[config.mk]
export PLATFORM = sky130hd
export DESIGN_NAME = v4a_fifo
export DESIGN_NICKNAME = d
export VERILOG_FILES = /design/src/rtl/core/v4a_pkg.sv /design/src/rtl/core/v4a_fifo.sv
export SDC_FILE = /design/constraint.sdc
export NUM_CORES = 1
export LEC_CHECK = 0
export ABC_CLOCK_PERIOD_IN_PS = 5550
export BUFFER_PORTS_ARGS = -buffer_cell sky130_fd_sc_hd__buf_2
export CORE_ASPECT_RATIO = 1.2
export CORE_MARGIN = 8
export CORE_UTILIZATION = 50
export DETAILED_ROUTE_END_ITERATION = 6
export GPL_TIMING_DRIVEN = 0
export MAX_ROUTING_LAYER = met4
export PLACE_DENSITY = 0.8
export REMOVE_ABC_BUFFERS = 1
export SLEW_MARGIN = 15
export SYNTH_ARGS = -nofsm -noshare
export SYNTH_HDL_FRONTEND = slang
export SYNTH_SLANG_ARGS = --single-unit
[constraint.sdc]
create_clock -name clk -period 5.55 [get_ports clk]
set_input_delay 0.2775 -clock clk [delete_from_list [all_inputs] [get_ports clk]]
set_output_delay 0.2775 -clock clk [all_outputs]
set_load 0.005 [all_outputs]
[src/rtl/core/v4a_pkg.sv]
// Shared types and constants for the Q16.16 four-element vector unit.
// Used by the front end, the decoded-item queue, the back end and the top level.
package v4a_pkg;

  localparam int unsigned QDEPTH   = 4;
  localparam int unsigned QPW      = $clog2(QDEPTH);
  localparam int unsigned QCW      = QPW + 1;
  localparam int unsigned LANES    = 4;
  localparam int unsigned SQ_STEPS = 32;
  localparam int unsigned DV_STEPS = 48;

  localparam logic [31:0] Q_ONE   = 32'h0001_0000;
  localparam logic [31:0] S32_MAX = 32'h7fff_ffff;
  localparam logic [31:0] S32_MIN = 32'h8000_0000;

  typedef enum logic [2:0] {
    OP_ADD   = 3'd0,
    OP_SUB   = 3'd1,
    OP_NEG   = 3'd2,
    OP_SCALE = 3'd3,
    OP_DIV   = 3'd4,
    OP_MAG   = 3'd5,
    OP_NORM  = 3'd6,
    OP_DOT   = 3'd7
  } op_t;

  typedef struct packed {
    op_t              op;
    logic [3:0][31:0] a;
    logic [3:0][31:0] b;
    logic [31:0]      sc;
    logic             w_one;
    logic             w_zero;
    logic             sc_zero;
  } item_t;

  typedef struct packed {
    logic [3:0][31:0] r;
    logic [31:0]      so;
    logic             w_one;
    logic             w_zero;
    logic             err;
  } result_t;

endpackage

[src/rtl/core/v4a_fifo.sv]
// Short queue of decoded items between the front end and the back end.
// Depends on v4a_pkg for item_t and the queue depth.
module v4a_fifo import v4a_pkg::*; (
  input  logic  clk,
  input  logic  rst_n,
  input  logic  wr_push,
  input  item_t wr_data,
  output logic  wr_full,
  input  logic  rd_pop,
  output item_t rd_data,
  output logic  rd_empty
);

  item_t            mem_r [0:QDEPTH-1];
  logic [QPW-1:0]   wp_r;
  logic [QPW-1:0]   rp_r;
  logic [QCW-1:0]   cnt_r;
  logic             do_wr;
  logic             do_rd;

  assign wr_full  = (cnt_r == QCW'(QDEPTH));
  assign rd_empty = (cnt_r == '0);
  assign rd_data  = mem_r[rp_r];
  assign do_wr    = wr_push && !wr_full;
  assign do_rd    = rd_pop && !rd_empty;

  always_ff @(posedge clk) begin
    if (!rst_n) begin
      wp_r  <= '0;
      rp_r  <= '0;
      cnt_r <= '0;
    end else begin
      if (do_wr) wp_r <= wp_r + 1'b1;
      if (do_rd) rp_r <= rp_r + 1'b1;
      if (do_wr && !do_rd) cnt_r <= cnt_r + 1'b1;
      else if (do_rd && !do_wr) cnt_r <= cnt_r - 1'b1;
    end
  end

  always_ff @(posedge clk) begin
    if (do_wr) mem_r[wp_r] <= wr_data;
  end

endmodule

==> metrics.txt <==
status=complete, no violations; nets@finish=2,855; Leak Pwr=18.6 nW; FILL cells=5,373; post-synthesis xor/xnor area fraction=0.0808%; HPWL reported at the end of detailed placement=60,500 um; Slew headroom=52.0%; routing usage on met3=5.05%; Syn Inst Count=1,584; library cells used by synthesis=27; Total GRT Usage=21.4%; Skew-Pair Late Insertion Delay=680 ps; Routed Antenna Nets=0; flops & latches, synth=1,185; met1 GRT Util=23.5%; Worst Tran Pin Value=720 ps; GR Overflow Total=0; # setup viols final=0; DRC=0; VDD IR max=0.377 mV; Die Y=339 um; Worst setup EP type=output port; FF+latch area=35,500 um2; number of synthesized flops with an enable pin=1,176; worst setup margin=2210 ps; # placed instances=3,288; Iter 0 DRT Violations=1,671; Root Driver=clkbuf_16; critical path data required time=5270 ps; share of layout cells above drive strength 1=37.1%; DRT Wirelength=102,000 um; Max H-tree Level=3; RSZ-0062 raised after global routing=false; core footprint=86,100 um2; Setup WS pre-CTS=2680 ps; Placement Rows=118; HP Class=in -> reg; synthesis-to-layout area growth=26.1%; mux share of post-synthesis cell area=16.3%; Synth Area in Compound Gates=0.0663%; Non-Filler Instances=3,792; main combinational cell family by area after synthesis=multiplexers; vias in the first global route=23,100; Max clock buf depth=3; GR peak layer=met2; Worst Path Class, Setup=reg -> out; commonest non-fill, non-tap cells in the layout=1,176 x edfxtp_1, 593 x buf_2, 295 x dlygate4sd3_1; Pwr per Cell Area=437 nW/um2; post-layout min period=3340 ps; maximum clock frequency=0.299 GHz; Clock transition at path regs=60 ps; commonest non-fill, non-tap cell in the layout=edfxtp_1; mean routed wirelength per cell=27.0 um; Die Footprint=96,500 um2; Synth warnings=0; IO Count=594; Slew Viols, Final=0; sequential share of the synthesized area=81.8%; RePlAce Congestion=0.742; slowest CP cell=dfxtp_4; clk_skew=40.3 ps; initial antenna violation count=15; area share of fa/ha/maj cells after synthesis=0.190%; fraction of the mapped netlist area in simple logic gates=0.242%; Sink Count=1,185; top_reg_cell synth=edfxtp_1; via density per instance=5.59; Crit path largest cell delay=640 ps; starting density of the core=50.4%; Critical Path Start Type=flop; Final period util=60.2%; total number of vias=21,200; crit-path max FO=37; largest net degree at the start of global routing=53; CTS tree=done; Arrival @ worst endpoint=3060 ps; crit-path most repeated cell=buf_16; area of the multi-input gates=7340 um2; global-route wire length before repair=150,000 um; synthesized cell area=43,400 um2; Max-cap violations=0; Mapped Avg Cell Area=27.4 um2; Die X=285 um; crit-path cells=buf_16, buf_16, buf_16, mux4_1, buf_2; Fin. Hold Viols=0; CTS Buf Count=106; GR Layer Usage met2=36.6%; drt first pass iters=5; Resized Gates After CTS=0; IO Port Bufs=593; ys async rst share=0%
-- synthesized netlist by cell type, types with 3 or more instances --
cell      number  area share, %
xnor2_1        3          0.061
mux4_2       178            9.2
dfxtp_1        9           0.42
inv_1          3          0.026
nand2_1        4          0.035
mux4_1       116            7.0
buf_2         31           0.36
and2_2         4          0.069
edfxtp_1    1176             81
buf_6         27           0.70
mux2i_1        3          0.069
ha_1           5           0.14
clkbuf_1       6          0.052
and2_1         4          0.058
buf_8          3           0.10
-- power by group --
part	total, mW	leakage, nW	switching (mW)	internal, mW
clock network	7.27	1.67	3.25	4.01
logic	5.48	6.06	2.74	2.74
registers	11.2	10.9	0.304	10.9
total	23.9	18.6	6.30	17.6
-- sequential cells by signal (all words and copies together) (netlist names), named ones only --
register	cells
cnt_r	3
wp_r	2
mem_r	1176
rp_r	2
-- final cells by class --
| type | count | share of cell area [%] |
|---|---|---|
| diodes | 16 | 0.0732 |
| well taps | 1140 | 2.61 |
| repair buffers | 927 | 12.6 |
| inverters | 3 | 0.0206 |
| clock buffers | 119 | 4.94 |
| flip-flops and latches | 1185 | 64.9 |
| multi-input cells | 328 | 13.4 |
| clock inverters | 74 | 1.41 |
-- cell families (layout without fill, tap and decap cells) --
logic type / Yosys count / in the layout
xor gates and xnor gates: 4 / 4
AOI/OAI and AO/OA: 4 / 4
other: 0 / 16
DFF: 1185 / 1185
and+or+nand+nor: 17 / 17
adders and majority gates: 6 / 6
buffers and inverters: 71 / 1123
muxes: 297 / 297
-- what timing repair did --
item	CTS	global route
hold buffers	295	0
endpoints found under the hold margin	1185	0
setup buffers	0	0
endpoints found under the setup margin	0	0
-- metrics by stage --
step	setup TNS [ps]	hold WS [ps]	area (um2)	total power, mW	utilization (%)
2_1_floorplan	-1889490	376	42800	14.2	-
3_3_place_gp	-5750820	485	47200	15.8	54.9
3_5_place_dp	0	493	48200	16.6	56.1
4_1_cts	0	28.0	54700	24.0	63.5
5_1_grt	0	78.9	54700	24.8	63.6
6_report	0	107	54700	23.9	63.6
-- critical path: cells and delay by family, from the launching register on --
kind	cells	cell delay (ps)
buffers and inverters	4	1030
DFF	1	640
muxes	1	640
-- per-layer routing --
| layer | up-vias | wire length (um) |
|---|---|---|
| li1 | 8985 | - |
| met1 | 10900 | 35500 |
| met2 | 1015 | 54000 |
| met3 | 247 | 7470 |
| met4 | 0 | 5310 |
| met5 | - | 0 |
-- path summary, 6_finish.rpt --
check	startpoint	slack (ps)	cells past startpoint	to
setup / recovery	flop	2210	5	rd_data[225]
hold reg to reg	wp_r[1]	530	2	wp_r[1]
hold / removal	wr_push	110	3	wp_r[0]
setup reg to reg	cnt_r[0]	2760	6	mem_r[0][79]
No activity file was read; power rests on OpenSTA's default activity.
