## config.mk

```make
export PLATFORM = sky130hd
export DESIGN_NAME = v4a_front
export DESIGN_NICKNAME = d
export VERILOG_FILES = /design/src/rtl/core/v4a_pkg.sv /design/src/rtl/core/v4a_front.sv
export SDC_FILE = /design/constraint.sdc
export NUM_CORES = 1
export LEC_CHECK = 0
export BUFFER_PORTS_ARGS = -buffer_cell sky130_fd_sc_hd__buf_2
export CAP_MARGIN = 20
export CORE_AREA = 2 2 231 233
export DETAILED_ROUTE_END_ITERATION = 12
export DIE_AREA = 0 0 233 235
export PLACE_DENSITY_LB_ADDON = 0.1
export SYNTH_ARGS = -nofsm -noshare
export SYNTH_HDL_FRONTEND = slang
export SYNTH_SLANG_ARGS = --single-unit
```

## constraint.sdc

```tcl
create_clock -name clk -period 48.3 [get_ports clk]
set_clock_uncertainty 0.15 [all_clocks]
set_input_delay 4.83 -clock clk [delete_from_list [all_inputs] [get_ports clk]]
set_output_delay 4.83 -clock clk [all_outputs]
set_load 0.01 [all_outputs]
```

## src/rtl/core/v4a_pkg.sv

```systemverilog
// Shared types and constants for the Q16.16 four-element vector unit.
// Used by the front end, the decoded-item queue, the back end and the top level.
package v4a_pkg;

  localparam int unsigned QDEPTH   = 4;
  localparam int unsigned QPW      = $clog2(QDEPTH);
  localparam int unsigned QCW      = QPW + 1;
  localparam int unsigned LANES    = 4;
  localparam int unsigned SQ_STEPS = 32;
  localparam int unsigned DV_STEPS = 48;

  localparam logic [31:0] Q_ONE   = 32'h0001_0000;
  localparam logic [31:0] S32_MAX = 32'h7fff_ffff;
  localparam logic [31:0] S32_MIN = 32'h8000_0000;

  typedef enum logic [2:0] {
    OP_ADD   = 3'd0,
    OP_SUB   = 3'd1,
    OP_NEG   = 3'd2,
    OP_SCALE = 3'd3,
    OP_DIV   = 3'd4,
    OP_MAG   = 3'd5,
    OP_NORM  = 3'd6,
    OP_DOT   = 3'd7
  } op_t;

  typedef struct packed {
    op_t              op;
    logic [3:0][31:0] a;
    logic [3:0][31:0] b;
    logic [31:0]      sc;
    logic             w_one;
    logic             w_zero;
    logic             sc_zero;
  } item_t;

  typedef struct packed {
    logic [3:0][31:0] r;
    logic [31:0]      so;
    logic             w_one;
    logic             w_zero;
    logic             err;
  } result_t;

endpackage

```

## src/rtl/core/v4a_front.sv

```systemverilog
// Front end: takes an input item, classifies it and hands it to the queue.
// Depends on v4a_pkg for item_t, op_t and the Q16.16 constants.
module v4a_front import v4a_pkg::*; (
  input  logic        clk,
  input  logic        rst_n,
  input  logic        push,
  output logic        full,
  input  logic [2:0]  in_operation,
  input  logic [31:0] in_a_x,
  input  logic [31:0] in_a_y,
  input  logic [31:0] in_a_z,
  input  logic [31:0] in_a_w,
  input  logic [31:0] in_b_x,
  input  logic [31:0] in_b_y,
  input  logic [31:0] in_b_z,
  input  logic [31:0] in_b_w,
  input  logic [31:0] in_scalar,
  output logic        q_push,
  output item_t       q_data,
  input  logic        q_full
);

  item_t it_r;
  item_t it_nxt;
  logic  vld_r;
  logic  take;

  assign full   = vld_r && q_full;
  assign take   = push && !full;
  assign q_push = vld_r && !q_full;
  assign q_data = it_r;

  always_comb begin
    it_nxt         = '0;
    it_nxt.op      = op_t'(in_operation);
    it_nxt.a       = {in_a_w, in_a_z, in_a_y, in_a_x};
    it_nxt.b       = {in_b_w, in_b_z, in_b_y, in_b_x};
    it_nxt.sc      = in_scalar;
    it_nxt.w_one   = (in_a_w == Q_ONE);
    it_nxt.w_zero  = (in_a_w == '0);
    it_nxt.sc_zero = (in_scalar == '0);
  end

  always_ff @(posedge clk) begin
    if (!rst_n) begin
      vld_r <= 1'b0;
    end else if (take) begin
      vld_r <= 1'b1;
    end else if (q_push) begin
      vld_r <= 1'b0;
    end
  end

  always_ff @(posedge clk) begin
    if (take) it_r <= it_nxt;
  end

endmodule

```

==> results.txt, run 1 <==
The tool flagged a number of max-cap violations equal to 0. For the pin with the worst max-slew slack, the measured transition is 1.03 ns. The tools report the number of nets in the finished design as 1249. The detailed router finished its first iteration with 246 violations. In the finished design, the share of the clock period the worst path needs comes to 21.2%.

In this run, synthesis produced a sequential element count of 295. For the worst-skew pair, the clock arrives at the later sink with an insertion delay of 0.52 ns. Most frequently used flop master after synthesis: sky130_fd_sc_hd__edfxtp_1. Summed over all instances, the cell type with the most area after synthesis is sky130_fd_sc_hd__edfxtp_1. Setup repair after global routing left no endpoint under its margin. The final max-slew violation count was 0; the share of synthesized area occupied by flip-flops and latches was 98.1%.

The setup TNS after final layout was 0 ns. The worst pin sits at a relative slew slack of 31.6%. The first global-routing pass estimated 41600 µm of wire. The net count after synthesis is 618.

In the synthesized netlist, the cells that appear most often are sky130_fd_sc_hd__edfxtp_1, sky130_fd_sc_hd__nor4_1, sky130_fd_sc_hd__nand4_1. In this run the count of I/O pins placed on the die edge is 591. Post-CTS clock slew at the launch and capture registers of the worst setup and hold paths: 0.05 ns. The kind of start point of the critical path is an input port. Dividing the detail-routed via count by the number of cells gives 3.44. Yosys attributes the largest share of cell area to sky130_fd_sc_hd__edfxtp_1, sky130_fd_sc_hd__nor4_1, sky130_fd_sc_hd__nand4_1, sky130_fd_sc_hd__dfxtp_1, sky130_fd_sc_hd__nor3_1.

The die covers 0.0548 mm². The layout cell share with drive strength beyond 1 was 65.7%; the number of endpoints with negative hold slack in the final report was 0. The congestion estimate from routability-driven global placement came to 0.749. For the number of global-route vias before repair, the log shows 6004.

TritonCTS built the clock tree. For the number of clock buffers inserted by TritonCTS, the log shows 36. Counting flops with a built-in enable in the synthesized netlist gives 294.

Counting flops with an async set or reset pin after synthesis yields a share of 0%. Dividing the detail-routed wire length by the instance count gives 18.1 µm. The die is 233 µm wide. Port buffering added 590 buffers.

Residual antenna-violating net count after detailed routing: 0. For this run, the total global-route usage over all layers was measured as 10.5%. Post-CTS timing repair inserted 0 buffers for setup. The logs give 43.32 ns for the required time of the critical path and 0 for the total of endpoints with negative setup slack in the final report.

The worst path needs 10.26 ns of the cycle, external delays included. The run finished with clean final reports. Compared with the post-synthesis result, the final layout area differs by 54.7%.

The data arrival at the endpoint of the critical path came out at 5.28 ns. The synthesized netlist occupies a cell area of 0.00902 mm². The library cell used as clock root buffer is sky130_fd_sc_hd__clkbuf_16. The worst hold path belongs to the class flop to flop. By startpoint and endpoint, the worst setup path is classified as input port to primary output. The peak ir drop on the vdd network was 0.0000224 V; the vertical extent of the die was 235 µm. The run gives 2 as the total number of H-tree levels.

Once the clock tree was built, the resizer swapped 0 gates to a different size. The worst hold slack was 0.537 ns; the count of hold-fix buffers inserted at cts was 0. The worst setup path is captured at a primary output. A synthesized cell averages 27.9 µm². The clock passes through at most 3 buffers. The tools report the placement row count as 84. The remaining design rule violation count came out at 0. The maximum number of pins on one net before global-route repair is 159, and the number of fill cells is 5432.

The half-perimeter wire length after placement is 23300 µm. The tools report the number of clock sinks as 295. The most common cell in the netlist was sky130_fd_sc_hd__edfxtp_1. Summed over all layers, the routed wires come to 30200 µm. The floorplan step defined a core boundary enclosing 0.0522 mm².

For this configuration, the core starts out at a cell density of 17.3%. Summing over every cut layer, the via total after detailed routing is 5728. For this run, the detailed router's first-pass iteration total came to 4. The number of distinct library cell variants in the gate-level netlist after synthesis came out at 11. Yosys printed 0 warnings. Total power per unit cell area: 43.0 mW/mm². Area share of the largest cell type after synthesis: 97.9%.

Static timing analysis puts the maximum clock frequency at 97.5 MHz. In this run the worst path has a maximum fanout of 3. Synthesis produced a netlist whose cell count is 323.

After global routing the overflow that remains totals 0. The run gives 5.76 nW as the standby leakage power. The initial antenna violation count came out at 5.
[state kept, by name, indices dropped and copies added, names as in the netlist]
register / cells
q_data: 294
vld_r: 1
[metrics by stage]
step	worst slack (ns)	power [mW]	instance area, µm²	util, %	cells
detailed placement	38.04	0.354	12900	24.7	1604
global placement	38.04	0.354	12900	24.7	1604
finish	38.04	0.600	14000	26.7	1665
CTS	38.04	0.613	14000	26.7	1664
floorplan	29.22	0.329	9020	-	323
global route	38.01	0.626	14000	26.7	1665
[worst paths after layout]
check | slack [ns] | startpoint | endpoint | cells past startpoint
setup / recovery | 38.04 | q_full | full | 3
hold / removal | 0.54 | vld_r | vld_r | 2
setup reg to reg | 45.49 | vld_r | q_data[179] | 4
hold reg to reg | 0.54 | vld_r | vld_r | 2
[kinds of logic after synthesis]
kind of cell | after synthesis | synth area share, %
compound gates | 1 | 0.0832
simple gates | 26 | 1.80
buf+inv | 1 | 0.0416
flops | 295 | 98.1
[metal layers]
metal	part of all wire (%)	GRT usage, %	vias up
li1	-	-	2603
met1	33	10.1	2758
met2	53	19.4	307
met3	11	4.95	52
met5	0.14	0	-
met4	2.6	3.94	8
[power by group]
part	internal, mW	switching, mW	leakage (nW)
Sequential	0.300	0.00312	2.85
Clock	0.151	0.102	0.530
Combinational	0.0180	0.0261	2.37
[placed cells by master (no fill, tap or decap), drive strengths merged]
cell type / count
buf: 593
and2: 1
clkbuf: 48
edfxtp: 294
nor3: 3
bufinv: 2
nor2: 1
clkinv: 9
nor4: 15
o21a: 1
dfxtp: 1
nand4: 4
diode: 1
nor2b: 2
inv: 2
[cell type report]
cell class / instances / area [µm²] / area share (%)
tap: 688 / 861 / 6.17
multi-input combinational: 27 / 178 / 1.27
inverter: 1 / 3.75 / 0.0269
sequential: 295 / 8850 / 63.4
clock buffer: 48 / 967 / 6.93
timing repair buffer: 593 / 2990 / 21.4
clock inverter: 12 / 110 / 0.789
antenna: 1 / 2.50 / 0.0179
[critical path, stage by stage]
cell and delay (ns):
sky130_fd_sc_hd__buf_2 0.10, sky130_fd_sc_hd__and2_1 0.19, sky130_fd_sc_hd__buf_2 0.15
Note: power is estimated with default switching activity, not from simulation.
==> run 2: changes to the inputs <==
Settings changed: CORE_AREA 2 2 231 233 to 2 2 232 234, DIE_AREA 0 0 233 235 to 0 0 234 236.
Clock period 48.3 ns to 9.5 ns, I/O delays scaled along.
==> results.txt, run 2 (same netlist as run 1, synthesis figures left out) <==
The run finished with clean final reports. The tools report the placement row count as 85 (was 84). The area added between synthesis and finish came out at 55.3% (was 54.7%). The leading cell type in the layout, fill and taps excluded was sky130_fd_sc_hd__buf_2 (unchanged).

The path class of the lowest-slack min-delay path is input port to flop (was flop to flop). The total routing resource utilization after global routing is 10.7% (was 10.5%), and the top-level I/O count is 591 (unchanged). Average routed wire per standard cell: 18.5 µm (was 18.1 µm).

Setup repair after global routing left no endpoint under its margin. The final max-slew violation count was 0 (unchanged); the quantity of gates resized following cts was 0 (unchanged). The run gives 5 (unchanged) as the initial antenna violation count. The run gives 0 (unchanged) as the number of post-CTS setup repair buffers.

The tools report the final worst-path setup slack as 6.97 ns (was 38.04 ns). The data arrival at the endpoint of the critical path is 1.43 ns (was 5.28 ns), and the clock group share of total power is 42.6% (was 42.1%). Highest-count cells in the layout ignoring fill and taps: sky130_fd_sc_hd__buf_2, sky130_fd_sc_hd__edfxtp_1, sky130_fd_sc_hd__clkbuf_16 (unchanged). The tools report the hold-critical path endpoint as q_data[111] (was vld_r). The remaining design rule violation count is 0 (unchanged), and the slew of the pin with the lowest slew margin is 0.963 ns (was 1.03 ns). The standby leakage power is 5.77 nW (was 5.76 nW), and the half-perimeter wire length after placement is 23700 µm (was 23300 µm).

For the final wirelength, the log shows 31000 µm (was 30200 µm). The number of fill cells was 5530 (was 5432). The total power draw is 3.08 mW (was 600 µW). Derived from the worst setup path, the maximum achievable clock frequency is 396 MHz. The flip-flop count of the largest register, all copies and words added works out to 294 (unchanged).

The library cell used as clock root buffer was sky130_fd_sc_hd__clkbuf_16 (unchanged). The max-cap violation count was 0 (unchanged). Post-CTS clock slew at the launch and capture registers of the worst setup and hold paths: 0.06 ns (was 0.05 ns). The number of endpoints with negative hold slack in the final report came out at 0 (unchanged).

The logs give 6068 (was 6004) for the number of global-route vias before repair and 2.39 mW (was 469 µW) for the design internal power. For the first-pass GRT wire length, the log shows 41900 µm (was 41600 µm). Shortest clock period the worst path allows after layout: 2.53 ns. X dimension of the die: 234 µm (was 233 µm).

Total via count after detailed routing: 5708 (was 5728). Kind of end point of the critical path: a primary output (unchanged). The number of clock buffers inserted by TritonCTS is 37 (was 36), and the final period utilization is 26.6%. The total power per unit cell area is 220 mW/mm² (was 43.0 mW/mm²), and the maximum number of pins on one net before global-route repair is 151 (was 159).

The tools report the total of endpoints with negative setup slack in the final report as 0 (unchanged). The launching element of the worst setup path is q_full (unchanged). The setup TNS after final layout is 0 ns (unchanged). Capturing point of the worst reg2reg path: q_data[60] (was q_data[179]).

The launch instance of the worst register-to-register path is vld_r (unchanged). The logs give 35.8% (was 31.6%) for the worst max-slew margin expressed relative to the limit and 687 µW (was 131 µW) for the switching power. The number of optimization iterations in the first detailed-route pass was 4 (unchanged). The count of cells along the worst hold path works out to 1 (was 2). The run gives 2 (unchanged) as the total number of H-tree levels. Worst hold path startpoint: in_b_z[12] (was vld_r). The fraction of power consumed by sequential logic came out at 50.1% (was 50.6%). TritonCTS built the clock tree.

The die outline area is 0.0552 mm² (was 0.0548 mm²), and the highest fanout seen on the critical path is 3 (unchanged). The run gives 3 (unchanged) as the maximum count of clock buffers along a single path. The vertical extent of the die is 236 µm (was 235 µm). The path type of the worst setup path was input port to primary output (unchanged).

The logs give 0 (unchanged) for the count of hold-fix buffers inserted at cts and 0.729 (was 0.749) for the placer's final routability congestion estimate. The per-cell via count in the routed design is 3.40 (was 3.44). The quantity of I/O buffers inserted on ports is 590 (unchanged). For the worst setup slack before clock tree synthesis, the log shows 6.77 ns (was 38.04 ns). The worst-case reg-to-reg path depth is 3 (was 4). The logs give 8.40 ns (was 43.32 ns) for the required time of the critical path and 251 (was 246) for the violation count after the first detailed-route iteration.

The layout cell share with drive strength beyond 1 is 65.6% (was 65.7%), and the peak ir drop on the vdd network is 0.000113 V (was 0.0000224 V). Number of nets in the finished design: 1250 (was 1249). The switching part of the total works out to 22.3% (was 21.8%). The tools report the core footprint as 0.0531 mm² (was 0.0522 mm²). The logs give 0.53 ns (was 0.52 ns) for the source-to-sink clock delay at the later pin of the worst-skew pair and 0 (unchanged) for the residual antenna-violating net count after detailed routing. The portion of total power attributed to combinational logic came out at 7.3% (was 7.4%).

The run gives 295 (unchanged) as the number of clock sinks. The tools report the register-to-register setup slack as 7.50 ns (was 45.49 ns). The kind of start point of the critical path is an input port (unchanged). For the starting utilization of the core area, the log shows 17.0% (was 17.3%). The total grt overflow was 0 (unchanged).
## run 2: cell count changes in the layout (fill, tap and decap cells not counted), sizes merged
cell      delta
clkinvlp     +2
bufinv       -1
clkbuf       +1
clkinv       +1
diode        +1
## run 2: worst max path at each step
stage | endpoint | slack (ns) | cells after the start
6_report | full | 6.97 | 3
4_1_cts | full | 6.97 | 3
2_1_floorplan | q_data[0] | 0.05 | 2
3_5_place_dp | q_data[123] | 6.77 | 4
3_3_place_gp | q_data[123] | 6.78 | 4
5_1_grt | full | 6.94 | 3
## run 2: metrics by stage
| step | util [%] | hold WS (ns) | area (µm²) | instances |
|---|---|---|---|---|
| finish | 26.4 | 0.437 | 14000 | 1677 |
| global route | 26.4 | 0.379 | 14000 | 1675 |
| CTS | 26.4 | 0.376 | 14000 | 1675 |
| detailed placement | 24.3 | 0.517 | 12900 | 1612 |
| global placement | 24.3 | 0.507 | 12900 | 1612 |
| floorplan | - | 0.498 | 9020 | 323 |
## run 2: worst max-delay path: stages
cell and delay, ns:
sky130_fd_sc_hd__buf_2 0.08, sky130_fd_sc_hd__and2_1 0.20, sky130_fd_sc_hd__buf_2 0.19
## run 2: cell type report
| type | count | area, µm² | area share (%) |
|---|---|---|---|
| repair buffers | 593 | 3000 | 21.4 |
| flip-flops and latches | 295 | 8850 | 63.1 |
| clock inverters | 14 | 96.3 | 0.687 |
| inverters | 1 | 3.75 | 0.0268 |
| diodes | 2 | 5.00 | 0.0357 |
| clock buffers | 49 | 1010 | 7.23 |
| well taps | 696 | 871 | 6.21 |
| multi-input cells | 27 | 178 | 1.27 |
## run 2: metal layers
metal | vias up | part of all wire (%) | GRT usage, %
met5 | - | 0.14 | 0
met4 | 6 | 2.3 | 3.28
met3 | 55 | 12 | 5.89
met2 | 298 | 51 | 18.8
met1 | 2735 | 34 | 10.6
li1 | 2614 | - | -
## run 2: power groups by stage
stage          Combinational, mW  Clock [mW]  Sequential, mW
6_report                   0.225        1.31            1.54
5_1_grt                    0.245        1.42            1.55
4_1_cts                    0.232        1.38            1.54
3_5_place_dp               0.232           0            1.57
3_3_place_gp               0.234           0            1.57
2_1_floorplan             0.0246           0            1.63
